===== config.mk =====
export PLATFORM = sky130hd
export DESIGN_NAME = jss_ram
export DESIGN_NICKNAME = d
export VERILOG_FILES = /design/src/hw/rtl/jss_ram.sv
export SDC_FILE = /design/constraint.sdc
export NUM_CORES = 1
export LEC_CHECK = 0
export BUFFER_PORTS_ARGS = -buffer_cell sky130_fd_sc_hd__buf_4
export CAP_MARGIN = 25
export CELL_PAD_IN_SITES_DETAIL_PLACEMENT = 1
export CELL_PAD_IN_SITES_GLOBAL_PLACEMENT = 1
export CORE_MARGIN = 5
export CORE_UTILIZATION = 53
export CTS_BUF_LIST = sky130_fd_sc_hd__clkbuf_16
export CTS_CLUSTER_DIAMETER = 50
export CTS_CLUSTER_SIZE = 14
export DETAILED_ROUTE_END_ITERATION = 7
export PLACE_DENSITY = 0.83
export RECOVER_POWER = 25
export SLEW_MARGIN = 30
export SYNTH_ARGS = -nofsm -noshare
export SYNTH_HDL_FRONTEND = slang
export SYNTH_SLANG_ARGS = --single-unit

===== constraint.sdc =====
create_clock -name clk -period 2.6 [get_ports clk]
set_clock_uncertainty 0.15 [all_clocks]
set_input_delay 0.78 -clock clk [delete_from_list [all_inputs] [get_ports clk]]
set_output_delay 0.78 -clock clk [all_outputs]
set_load 0.1 [all_outputs]

===== src/hw/rtl/jss_ram.sv =====
`timescale 1ns / 1ps
module jss_ram #(
  parameter int Width = 8,
  parameter int Depth = 16
) (
  input  logic                     clk,
  input  logic                     we,
  input  logic [$clog2(Depth)-1:0] waddr,
  input  logic [Width-1:0]         wdata,
  input  logic [$clog2(Depth)-1:0] raddr,
  output logic [Width-1:0]         rdata
);
  logic [Width-1:0] mem [Depth];

  always_ff @(posedge clk) begin
    if (we) begin
      mem[waddr] <= wdata;
    end
    rdata <= mem[raddr];
  end
endmodule


# After elaboration in Yosys (flattened, before gate mapping)

Memories as Yosys holds them, arrays and structs flattened. A register that Yosys moved wholly into a read port is not among the register bits.
Index checks and enable logic that the tools add are counted.

Register bits: 0
RAM bits: 128
Bits of input ports: 18
Output and inout port bits: 8
Logic and storage cells: 3
Memories: 1

Muxes and demuxes: 2

Memories:

| memory | depth | bits a word | rd ports | clocked after Yosys merged registers in | write ports | line | source |
|---|---|---|---|---|---|---|---|
| mem    | 16    | 8           | 1        | 1                                       | 1           | 13   | `logic [Width-1:0] mem [Depth];` |

Operator list:

| kind              | number |
|---|---|
| two-way mux 1 bit | 2 |

# Depth between registers and ports, before layout

Depth in word-level cells: 2
Depth in mapped cells: 5
Gate-level depth less buffers: 3

# Least setup slack after synthesis

Ideal clock, no wire load.

Path type: input-to-reg
Start point: input port waddr[2]
End point: memory mem[0][0], enable pin
Library setup time: 0.383 ns
Arrival: 1.890 ns
Required time: 2.067 ns
Setup slack: 0.177 ns
Cell stages on the path: 2
Buffers on the path: 0
Cells stage by stage: or3b_2 -> nor3_1

RTL lines:

| item               | line | source |
|---|---|---|
| start: declaration | 8    | `input logic [$clog2(Depth)-1:0] waddr,` |
| end: declaration   | 13   |  |

Straight into the memory's write port.

==> impl_metrics.toml <==
[outcome]
status = "finished, final reports clean"

[logic_synthesis]
synth_flop_cell = "edfxtp_1"
synth_area_sq_um = 5150
ys_top_cells_by_area = "edfxtp_1 (75%), mux4_2 (7.9%), mux4_1 (7.1%)"
yosysSeqAreaShare = 0.778
yosysUniqueCellTypes = 19
synth.top_cell.area_share = 0.747
yosysWarnings = 0
synth-async-reset-ratio = 0
synth_area_per_cell_sq_um = 22.5
synthCells = 229
synth_edf_count = 128
synth_top_area_cell = "edfxtp_1"
syn_nets = 247
ys_ff_latch = 136

[worst_setup_path]
crit_fanout = 11
timing.rr.start = "mem[1][3]"
r2r_setup_slack_ps = 1010
rr_worst_depth = 3
cpPeakStageDelay_ps = 550
r2r-end = "rdata[3]"
slowest_stage = "mux4_1"
critical_path_arrival_ps = 2210
path_cells = "buf_4, buf_4, mux4_1, a22oi_1, nand2_1"
start_kind = "input port"
path_class = "input port to flop"
cp_common_cell = "buf_4"
cp.required_ps = 2750
critPathCaptureType = "flop"

[clock_network]
clock_sinks = 136
postCtsResizedCells = 0
clk_path_buf_depth = 2
clkTransAtPathRegs_ps = 60
root_buffer = "clkbuf_16"
post_cts_buffers = 0
clk_latency_ps = 420
postCtsHoldBufs = 0
cts_tree = "done"
cts_buffers = 17
htreeDepth = 4

[die]
die-area_sq_um = 11800
core-area_sq_um = 9640
die_w_um = 109
ios = 26
start_util = 0.534
fp-row-count = 36
die_h_um = 109

[placement]
placed_cell_area_sq_um = 5590
place.gp.congestion = 0.771
place.port_buffers = 25
dpl.hpwl_um = 7220
dp_cells = 398

[power]
p_leak_nw = 2.10
irDropWorstVdd_v = 0.000610
powerDensity_nw_per_um2 = 851

[sta]
finalSetupTns_ps = 0
fmax_mhz = 485
tightestPinTransition_ps = 687
period_share = 0.792
setup_viol = 0
final-max-slew-violation-count = 0
fin_crit_ps = 2060
relSlewSlack = 0.542
finalHoldViolCount = 0
grt_setup_unrepaired = "no"
hold_ws_ps = 532

[min_path]
hold_path.class = "flop to flop"
min_from = "mem[15][7]"
hold_path_depth = 3
min_to = "rdata[7]"

[grt]
grt.overflow.total = 0
grtUsageMet2 = 0.352
busiest_layer = "met2"
grt_usage = 0.217
antenna_found_initial = 0
grt_pass1_wl_um = 17100
met3_usage = 0.0687
use_met1 = 0.279
grt_max_degree = 29
grt_pass1_vias = 2747

[finish]
drive_gt1_frac = 0.303
areaGrowthSynthToFinish_pct = 19.8
final_nets = 302
final_area_sq_um = 6170
fin_cells = 430
postLayoutCoreUtil = 0.640
n_antenna_cell = 0

[drt]
drc = 0
wl_um = 11200
final_antenna_net_count = 0
drt_iter0_markers = 239
drtPass1Iterations = 4
routedWlPerCell_um = 26.1
routed-via-count = 2492
vias_per_cell = 5.80

[job]
cap_viol_max_count = 0
[through the flow]
| stage | setup WS, ps | total power, mW |
|---|---|---|
| global route | 532 | 5.42 |
| CTS | 570 | 5.30 |
| global placement | 141 | 2.85 |
| detailed placement | 137 | 2.87 |
| floorplan | 177 | 2.74 |
| finish | 540 | 5.25 |
[registers in the layout, summed over array words and instances, names as in the netlist]
register and count:
mem 128, rdata 8
[cells in the mapped netlist (2+ instances only)]
cell type and number:
edfxtp_1 128, nand3b_1 2, nor2_1 13, buf_6 3, dfxtp_1 8, nand2b_1 2, mux4_1 14, buf_2 3
clkdlybuf4s25_2 3, mux4_2 18, a22oi_1 16, nand2_1 9, nor3_1 4
[report_power, final]
group	internal (mW)	leakage, nW	switching, mW
logic	0.111	0.584	0.237
registers	2.45	1.22	0.0173
clock network	1.51	0.287	0.923
total	4.07	2.10	1.18
[critical path, delay by kind of cell]
| family | cells | cell delay (ps) |
|---|---|---|
| compound gates | 1 | 360 |
| buf+inv | 2 | 420 |
| mux | 1 | 550 |
| simple gates | 1 | 90 |
[cell families after synthesis]
kind of cell,after synthesis,share of synthesized area
DFF,136,0.778
and+or+nand+nor,35,0.0318
muxes,32,0.150
AOI/OAI and AO/OA,16,0.0233
buffers and inverters,10,0.0168
[how the worst max path moves through the flow]
stage                     cells after the start  slack (ps)        end  startpoint
final                                         5         540   rdata[3]    raddr[0]
after global routing                          5         530   rdata[3]    raddr[0]
after CTS                                     1         570   rdata[2]    rdata[2]
after detailed placement                      5         140   rdata[3]    raddr[0]
after global placement                        5         140   rdata[3]    raddr[0]
after floorplan                               2         180  mem[0][0]    waddr[2]
[layout by cell type, fill, tap and decap left out, types with 2 or more instances in the layout]
master	n
a22oi_1	16
bufinv_16	3
clkinv_4	2
nand3b_1	2
nand2b_1	2
clkbuf_16	17
edfxtp_1	128
clkinv_2	2
nor2_1	13
inv_6	3
dfxtp_1	8
nand2_1	9
buf_4	39
clkbuf_1	6
clkinvlp_4	4
mux4_1	14
mux4_2	18
nor3_1	4
[final cells by class]
| class | count | area (sq um) |
|---|---|---|
| fill | 818 | 3470 |
| tap | 133 | 166 |
| multi-input combinational | 83 | 1060 |
| timing repair buffer | 46 | 335 |
| sequential | 136 | 4000 |
| clock buffer | 17 | 425 |
| clock inverter | 15 | 178 |
[per-layer routing]
metal  up-vias  share of wire
li1       1085              -
met1      1322           0.41
met2        72           0.53
met3        13          0.048
met4         0          0.012
met5         -              0
Power figures use the tool's default switching activity.
